==> src/rtl/ich_pkg.sv <==
`default_nettype none

package ich_pkg;

    // Length counter width; the count itself needs one more bit to hold the saturation value.
    localparam int LENGTH_WIDTH = 16;
    localparam int CNT_W        = LENGTH_WIDTH + 1;

    localparam logic [CNT_W-1:0]        CNT_SAT  = {1'b1, {LENGTH_WIDTH{1'b0}}};
    localparam logic [LENGTH_WIDTH-1:0] LEN_MAX  = '1;
    localparam logic [15:0]             SEG_MAX  = 16'hFFFF;
    localparam logic [15:0]             ODD_MASK = 16'hFF00;

    localparam int CFG_INDEX_W = 8;
    localparam int CFG_DATA_W  = 16;

    localparam int QUEUE_DEPTH = 2;
    localparam int PTR_W       = $clog2(QUEUE_DEPTH);
    localparam int QCNT_W      = $clog2(QUEUE_DEPTH + 1);

    localparam logic FUNC_ADDR = 1'b0;
    localparam logic FUNC_DATA = 1'b1;

    typedef enum logic [CFG_INDEX_W-1:0] {
        REG_USE_PH   = 8'd0,
        REG_PROTOCOL = 8'd1,
        REG_ZERO_EN  = 8'd2,
        REG_ZERO_IDX = 8'd3
    } cfg_index_t;

    typedef struct packed {
        logic        use_ph;
        logic [7:0]  protocol;
        logic        zero_en;
        logic [14:0] zero_idx;
    } cfg_t;

    // One classified word handed from front to back.
    typedef struct packed {
        logic [15:0]             word;
        logic                    last;
        logic                    ph_en;
        logic [LENGTH_WIDTH-1:0] len;
        logic                    over;
        logic [15:0]             seg;
    } entry_t;

endpackage

`default_nettype wire

==> src/rtl/internet_checksum_pseudo_header_core.sv <==
`default_nettype none

// Internet checksum engine with optional pseudo-header. Stream one packet as 16-bit
// big-endian words, one word per clock: tuser selects address word (0) or data word (1),
// tlast marks the final word. The block accepts one word every cycle while the queue is not
// full; the rate is set by the single ones-complement adder in the back stage. Once the back
// stage pops the last word from the queue, the result is registered and held in an output
// register, while the front keeps taking the next packet into a two-entry queue; a last word
// that finds the previous result still waiting stays in the queue, and the input stalls once
// the queue holds two words. The data byte count is kept internally, the checksum word
// position is forced to zero when enabled, and protocol plus length are added at packet end
// when the pseudo-header is on. Write configuration only while no packet is in flight.
module internet_checksum_pseudo_header_core
    import ich_pkg::*;
(
    input  wire logic                   clk,
    input  wire logic                   rst_n,
    input  wire logic                   cfg_valid,
    output logic                        cfg_ready,
    input  wire logic [CFG_INDEX_W-1:0] cfg_index,
    input  wire logic [CFG_DATA_W-1:0]  cfg_data,
    input  wire logic                   s_tvalid,
    output logic                        s_tready,
    input  wire logic [23:0]            s_tdata,   // [15:0] data_word, [16] odd_byte, rest zero
    input  wire logic                   s_tlast,   // last
    input  wire logic                   s_tuser,   // func
    output logic                        m_tvalid,
    input  wire logic                   m_tready,
    output logic [39:0]                 m_tdata    // [15:0] checksum, [31:16] segment_length,
                                                   // [32] length_overflow, rest zero
);

    cfg_t   cfg_reg;
    cfg_t   cfg_next;
    logic   push;
    logic   full;
    logic   pop;
    logic   head_valid;
    entry_t wr_entry;
    entry_t head;
    logic [15:0] checksum;
    logic [15:0] segment_length;
    logic        length_overflow;

    assign cfg_ready = 1'b1;

    always_comb
    begin
        cfg_next = cfg_reg;
        if (cfg_valid)
        begin
            unique case (cfg_index_t'(cfg_index))
                REG_USE_PH:   cfg_next.use_ph   = cfg_data[0];
                REG_PROTOCOL: cfg_next.protocol = cfg_data[7:0];
                REG_ZERO_EN:  cfg_next.zero_en  = cfg_data[0];
                REG_ZERO_IDX: cfg_next.zero_idx = cfg_data[14:0];
                default:      cfg_next = cfg_reg;
            endcase
        end
    end

    always_ff @(posedge clk or negedge rst_n)
    begin
        if (!rst_n)
        begin
            cfg_reg.use_ph   <= 1'b1;
            cfg_reg.protocol <= 8'd6;
            cfg_reg.zero_en  <= 1'b1;
            cfg_reg.zero_idx <= 15'd8;
        end
        else
        begin
            cfg_reg <= cfg_next;
        end
    end

    ich_front u_front (
        .clk       (clk),
        .rst_n     (rst_n),
        .cfg       (cfg_reg),
        .s_tvalid  (s_tvalid),
        .s_tready  (s_tready),
        .func      (s_tuser),
        .data_word (s_tdata[15:0]),
        .odd_byte  (s_tdata[16]),
        .last      (s_tlast),
        .full      (full),
        .push      (push),
        .entry     (wr_entry)
    );

    ich_queue u_queue (
        .clk        (clk),
        .rst_n      (rst_n),
        .push       (push),
        .wr_entry   (wr_entry),
        .full       (full),
        .pop        (pop),
        .head_valid (head_valid),
        .head       (head)
    );

    ich_back u_back (
        .clk             (clk),
        .rst_n           (rst_n),
        .cfg             (cfg_reg),
        .head_valid      (head_valid),
        .head            (head),
        .pop             (pop),
        .m_tvalid        (m_tvalid),
        .m_tready        (m_tready),
        .checksum        (checksum),
        .segment_length  (segment_length),
        .length_overflow (length_overflow)
    );

    assign m_tdata = {7'b0, length_overflow, segment_length, checksum};

endmodule

`default_nettype wire

==> src/rtl/ich_front.sv <==
`default_nettype none

module ich_front
    import ich_pkg::*;
(
    input  wire logic        clk,
    input  wire logic        rst_n,
    input  wire cfg_t        cfg,
    input  wire logic        s_tvalid,
    output logic             s_tready,
    input  wire logic        func,
    input  wire logic [15:0] data_word,
    input  wire logic        odd_byte,
    input  wire logic        last,
    input  wire logic        full,
    output logic             push,
    output entry_t           entry
);

    logic [CNT_W-1:0]        count_reg;
    logic [CNT_W-1:0]        count_next;
    logic                    is_data;
    logic                    odd_eff;
    logic                    hit;
    logic [LENGTH_WIDTH-2:0] idx_ext;
    logic [15:0]             word_m;
    logic [CNT_W:0]          cnt_sum;
    logic [CNT_W-1:0]        cnt_upd;
    logic [CNT_W-1:0]        cnt_fin;

    assign s_tready = !full;
    assign push     = s_tvalid && !full;

    assign is_data = (func == FUNC_DATA);
    assign odd_eff = last && odd_byte;
    assign idx_ext = (LENGTH_WIDTH-1)'(cfg.zero_idx);
    assign word_m  = odd_eff ? (data_word & ODD_MASK) : data_word;

    // Word position is the byte count halved; no match once the count has saturated.
    assign hit = cfg.zero_en && !count_reg[LENGTH_WIDTH]
                 && (count_reg[LENGTH_WIDTH-1:1] == idx_ext);

    assign cnt_sum = {1'b0, count_reg} + (odd_eff ? (CNT_W+1)'(1) : (CNT_W+1)'(2));
    assign cnt_upd = (cnt_sum > {1'b0, CNT_SAT}) ? CNT_SAT : cnt_sum[CNT_W-1:0];
    assign cnt_fin = is_data ? cnt_upd : count_reg;

    always_comb
    begin
        entry.word  = data_word;
        if (is_data)
        begin
            entry.word = hit ? 16'h0000 : word_m;
        end
        entry.last  = last;
        entry.ph_en = cfg.use_ph;
        entry.over  = cnt_fin[LENGTH_WIDTH];
        entry.len   = cnt_fin[LENGTH_WIDTH] ? LEN_MAX : cnt_fin[LENGTH_WIDTH-1:0];
        entry.seg   = (cnt_fin > CNT_W'(SEG_MAX)) ? SEG_MAX : cnt_fin[15:0];
    end

    always_comb
    begin
        count_next = count_reg;
        if (push)
        begin
            count_next = last ? '0 : cnt_fin;
        end
    end

    always_ff @(posedge clk or negedge rst_n)
    begin
        if (!rst_n)
        begin
            count_reg <= '0;
        end
        else
        begin
            count_reg <= count_next;
        end
    end

endmodule

`default_nettype wire

==> src/rtl/ich_queue.sv <==
`default_nettype none

module ich_queue
    import ich_pkg::*;
(
    input  wire logic   clk,
    input  wire logic   rst_n,
    input  wire logic   push,
    input  wire entry_t wr_entry,
    output logic        full,
    input  wire logic   pop,
    output logic        head_valid,
    output entry_t      head
);

    entry_t            entry_reg [QUEUE_DEPTH];
    logic [PTR_W-1:0]  wr_ptr_reg;
    logic [PTR_W-1:0]  wr_ptr_next;
    logic [PTR_W-1:0]  rd_ptr_reg;
    logic [PTR_W-1:0]  rd_ptr_next;
    logic [QCNT_W-1:0] count_reg;
    logic [QCNT_W-1:0] count_next;

    assign full       = (count_reg == QCNT_W'(QUEUE_DEPTH));
    assign head_valid = (count_reg != '0);
    assign head       = entry_reg[rd_ptr_reg];

    always_comb
    begin
        wr_ptr_next = wr_ptr_reg;
        rd_ptr_next = rd_ptr_reg;
        count_next  = count_reg;
        if (push)
        begin
            wr_ptr_next = (wr_ptr_reg == PTR_W'(QUEUE_DEPTH - 1)) ? '0 : wr_ptr_reg + 1'b1;
        end
        if (pop)
        begin
            rd_ptr_next = (rd_ptr_reg == PTR_W'(QUEUE_DEPTH - 1)) ? '0 : rd_ptr_reg + 1'b1;
        end
        priority if (push && !pop)
        begin
            count_next = count_reg + 1'b1;
        end
        else if (pop && !push)
        begin
            count_next = count_reg - 1'b1;
        end
    end

    always_ff @(posedge clk)
    begin
        if (push)
        begin
            entry_reg[wr_ptr_reg] <= wr_entry;
        end
    end

    always_ff @(posedge clk or negedge rst_n)
    begin
        if (!rst_n)
        begin
            wr_ptr_reg <= '0;
            rd_ptr_reg <= '0;
            count_reg  <= '0;
        end
        else
        begin
            wr_ptr_reg <= wr_ptr_next;
            rd_ptr_reg <= rd_ptr_next;
            count_reg  <= count_next;
        end
    end

endmodule

`default_nettype wire

==> src/rtl/ich_back.sv <==
`default_nettype none

module ich_back
    import ich_pkg::*;
(
    input  wire logic        clk,
    input  wire logic        rst_n,
    input  wire cfg_t        cfg,
    input  wire logic        head_valid,
    input  wire entry_t      head,
    output logic             pop,
    output logic             m_tvalid,
    input  wire logic        m_tready,
    output logic [15:0]      checksum,
    output logic [15:0]      segment_length,
    output logic             length_overflow
);

    logic [15:0] sum_reg;
    logic [15:0] sum_next;
    logic        valid_reg;
    logic        valid_next;
    logic [15:0] csum_reg;
    logic [15:0] seg_reg;
    logic        over_reg;
    logic        ph_add;
    logic [31:0] len32;
    logic [18:0] total;
    logic [16:0] fold1;
    logic [15:0] fold2;

    // Hold a last word until the result register is free.
    assign pop = head_valid && (!head.last || !valid_reg || m_tready);

    assign ph_add = head.last && head.ph_en;
    assign len32  = 32'(head.len);

    // Ones-complement add of up to five words; two folds absorb all carries.
    assign total = 19'(sum_reg) + 19'(head.word)
                 + (ph_add ? (19'(cfg.protocol) + 19'(len32[15:0]) + 19'(len32[31:16]))
                           : 19'd0);
    assign fold1 = 17'(total[15:0]) + 17'(total[18:16]);
    assign fold2 = fold1[15:0] + 16'(fold1[16]);

    always_comb
    begin
        sum_next   = sum_reg;
        valid_next = valid_reg && !m_tready;
        if (pop)
        begin
            sum_next = head.last ? 16'h0000 : fold2;
            if (head.last)
            begin
                valid_next = 1'b1;
            end
        end
    end

    always_ff @(posedge clk or negedge rst_n)
    begin
        if (!rst_n)
        begin
            sum_reg   <= '0;
            valid_reg <= 1'b0;
        end
        else
        begin
            sum_reg   <= sum_next;
            valid_reg <= valid_next;
        end
    end

    always_ff @(posedge clk)
    begin
        if (pop && head.last)
        begin
            csum_reg <= ~fold2;
            seg_reg  <= head.seg;
            over_reg <= head.over;
        end
    end

    assign m_tvalid        = valid_reg;
    assign checksum        = csum_reg;
    assign segment_length  = seg_reg;
    assign length_overflow = over_reg;

`ifndef NO_ASSERTIONS
    a_rose_from_last: assert property (@(posedge clk) disable iff (!rst_n)
        $rose(valid_reg) |-> $past(pop && head.last))
        else $error("result valid without a last word");

    a_sum_cleared: assert property (@(posedge clk) disable iff (!rst_n)
        (pop && head.last) |=> (sum_reg == 16'h0000))
        else $error("running sum not cleared after packet end");

    a_no_overwrite: assert property (@(posedge clk) disable iff (!rst_n)
        (valid_reg && !m_tready) |-> !(pop && head.last))
        else $error("pending result overwritten");
`endif

endmodule

`default_nettype wire
==> config.mk <==
export PLATFORM = sky130hd
export DESIGN_NAME = internet_checksum_pseudo_header_core
export DESIGN_NICKNAME = d
export VERILOG_FILES = /design/src/rtl/ich_pkg.sv /design/src/rtl/internet_checksum_pseudo_header_core.sv /design/src/rtl/ich_front.sv /design/src/rtl/ich_queue.sv /design/src/rtl/ich_back.sv
export SDC_FILE = /design/constraint.sdc
export NUM_CORES = 1
export LEC_CHECK = 0
export ABC_AREA = 1
export BUFFER_PORTS_ARGS = -buffer_cell sky130_fd_sc_hd__buf_4
export CORE_ASPECT_RATIO = 1.1
export CORE_MARGIN = 3
export CORE_UTILIZATION = 64
export DETAILED_ROUTE_END_ITERATION = 16
export PLACE_DENSITY = 0.85
export SYNTH_ARGS = -nofsm -noshare
export SYNTH_HDL_FRONTEND = slang
export SYNTH_SLANG_ARGS = --single-unit
==> constraint.sdc <==
create_clock -name clk -period 12.4 [get_ports clk]
set_input_delay 0.62 -clock clk [delete_from_list [all_inputs] [get_ports clk]]
set_output_delay 0.62 -clock clk [all_outputs]
set_load 0.05 [all_outputs]
==> impl_metrics.toml <==
[synthesis]
synth_flop_cell = "edfxtp_1"
avgSynthCellArea_um2 = 8.603
ys_ff_latch = 198
netlist_area_mm2 = 0.01151
synth-async-reset-ratio = 0.3182
syn_inst = 1338
synth-edff-count = 135
ys_warn_count = 0
ys_seq_area_frac = 0.4897
ys_types = 55

[floorplanning]
core.rowCount = 50
die_width_um = 133.9
io_pins = 98
dieArea_mm2 = 0.01963
core_mm2 = 0.01733
initial_core_util = 0.6643
fp.dieH_um = 146.7

[placed_design]
dp_hpwl_um = 18770
port_buffers = 81
gp_congestion = 0.9571

[global_routing]
antenna_found_initial = 0
grt_pass1_wl_um = 42400
gr-total-overflow = 0
grt_pass1_vias = 9109
grt_max_degree = 64
grt_usage = 0.2705

[cts]
numCtsBuffers = 17
cts_tree = "done"
cts_setup_buffers = 0
cts.sinks = 198
clock_latency_ns = 0.45
cts_hold_buffers = 0
post_cts_resized = 0
htree_levels = 4
ctsRootBufferMaster = "clkbuf_16"
clkTransAtPathRegs_ns = 0.08
cts_buffer_depth = 2

[timing]
fmax_ghz = 0.1164
worst_pin_slew_ns = 1.061
hold_viol = 0
setup_viol = 0
maxSlewHeadroom = 0.2901
drv_slew = 0
timing.final.crit_share = 0.6927
finalClockSkew_ns = 0.01395
period_minus_slack_ns = 8.589
rsz0062_at_grt = "no"
finalSetupTns_ns = 0

[worst_setup_path]
rr_worst_depth = 51
worstSetupPathDepth = 51
critical_path.slowest_cell = "nor4_1"
r2r_setup_slack_ns = 3.81
crit_top_cell = "nand2_1"
critical_path.top_delay_family = "simple AND/OR/NAND/NOR gates"
crit_buf_inv = 5
startpoint_type = "register"
worst-setup-path-type = "register to register"
critPathRequiredTime_ns = 12.60
arrival_ns = 8.79
critical_path.max_fanout = 52
cp-end-kind = "register"
cp_slowest_stage_delay_ns = 0.52

[drt]
viasPerCell = 5.497
vias = 9114
drt-total-wl_um = 25680
wl_per_cell_um = 15.49
first_pass_iters = 5
drtIter0Drc = 782
drtAntennaViolNets = 0
route.detailed.drc = 0

[layout]
drive_gt1_frac = 0.1489
largest_reg_flops = 102
register_area_mm2 = 0.005637
final_nets = 1519
area_growth_pct = 12.35
multi_input_area_mm2 = 0.005086
fillers = 1205
n_antenna_cell = 0

[run_status]
status = "complete, no violations"

[hold_path]
hold_class = "input pin to asynchronous set/reset pin"

[flow_run]
maxCapViolCount = 0
==> final cells by class <==
class,count,area share
clock buffers,17,0.03289
multi-input cells,944,0.3933
inverters,161,0.04673
flip-flops and latches,198,0.4359
well taps,234,0.02264
clock inverters,15,0.01693
repair buffers,89,0.05166
==> kinds of logic (layout without fill, tap and decap cells) <==
family / after synthesis / after routing / share of synthesized area
AO/OA/AOI/OAI: 147 / 147 / 0.07065
XOR/XNOR: 45 / 45 / 0.03424
adder cells (fa/ha/maj): 53 / 53 / 0.06087
buffers and inverters: 202 / 282 / 0.07174
flip-flops: 198 / 198 / 0.4897
multiplexers: 6 / 6 / 0.005652
other: 2 / 8 / 0.0006524
AND/OR/NAND/NOR: 685 / 685 / 0.2665
==> path summary, 6_finish.rpt <==
check,from,end
worst max-delay path,u_queue.rd_ptr_reg,u_back.checksum[12]
worst min-delay path,rst_n,u_back.sum_reg[2]
worst max register to register,u_queue.rd_ptr_reg,u_back.checksum[12]
max in group asynchronous,rst_n,cfg_reg[6]
worst min register to register,u_back.sum_reg[0],u_back.sum_reg[0]
min in group clk,s_tlast,u_queue.entry_reg[0][34]
==> per-stage QoR <==
step / cells / util / hold WS, ns / setup WS, ns / cell area, um2
3_3_place_gp: 1626 / 0.7091 / 0.4703 / 3.991 / 12290
2_1_floorplan: 1344 / - / 0.3244 / 5.642 / 11530
4_1_cts: 1658 / 0.7463 / 0.3047 / 3.813 / 12930
5_1_grt: 1658 / 0.7463 / 0.3395 / 2.980 / 12930
3_5_place_dp: 1626 / 0.7091 / 0.4873 / 3.851 / 12290
6_report: 1658 / 0.7463 / 0.2800 / 3.811 / 12930
==> cells in the mapped netlist (3+ instances only) <==
cell type	instances	area, um2
a21o_1	3	22.52
a21oi_1	46	230.2
a22oi_1	3	22.52
a31oi_1	3	18.77
buf_4	13	97.59
clkbuf_1	21	78.83
dfrtp_1	58	1451
dfstp_2	5	131.4
edfxtp_1	135	4054
fa_1	5	100.1
ha_1	48	600.6
inv_1	147	551.8
inv_2	14	52.55
mux2_2	4	45.04
nand2_1	417	1565
nand2_2	22	137.6
nand3_1	77	385.4
nand3_2	11	110.1
nand3b_1	3	22.52
nand3b_2	3	33.78
nand4_1	13	81.33
nor2_1	90	337.8
nor2_2	5	31.28
nor2_4	8	90.09
nor3_1	13	65.06
nor4_1	8	50.05
o21ai_0	63	315.3
o21ai_1	6	30.03
o21ai_2	3	26.28
o21bai_1	3	22.52
o22ai_1	8	50.05
or2_2	6	37.54
xnor2_1	9	78.83
xor2_1	36	315.3
==> routing by layer <==
layer,track usage,up-vias,wire length [um]
met2,0.5051,278,13730
met3,0.03205,60,1121
met4,0.1137,0,775
met1,0.3114,4264,10040
met5,0,-,0
li1,-,4512,-
==> placed cells by master, fill, tap and decap left out, drive strengths merged, types with 9 or more instances in the layout <==
master  count
buf        89
ha         48
xor2       36
edfxtp    135
xnor2       9
a21oi      46
clkbuf     17
nor2      104
nand2     439
o21ai      72
nand4      14
nand3      90
inv       172
nor3       13
dfrtp      58
Power is left out: the tool's default activity adds up to more than one toggle a clock period on the data nets, which glitch-free logic cannot reach.
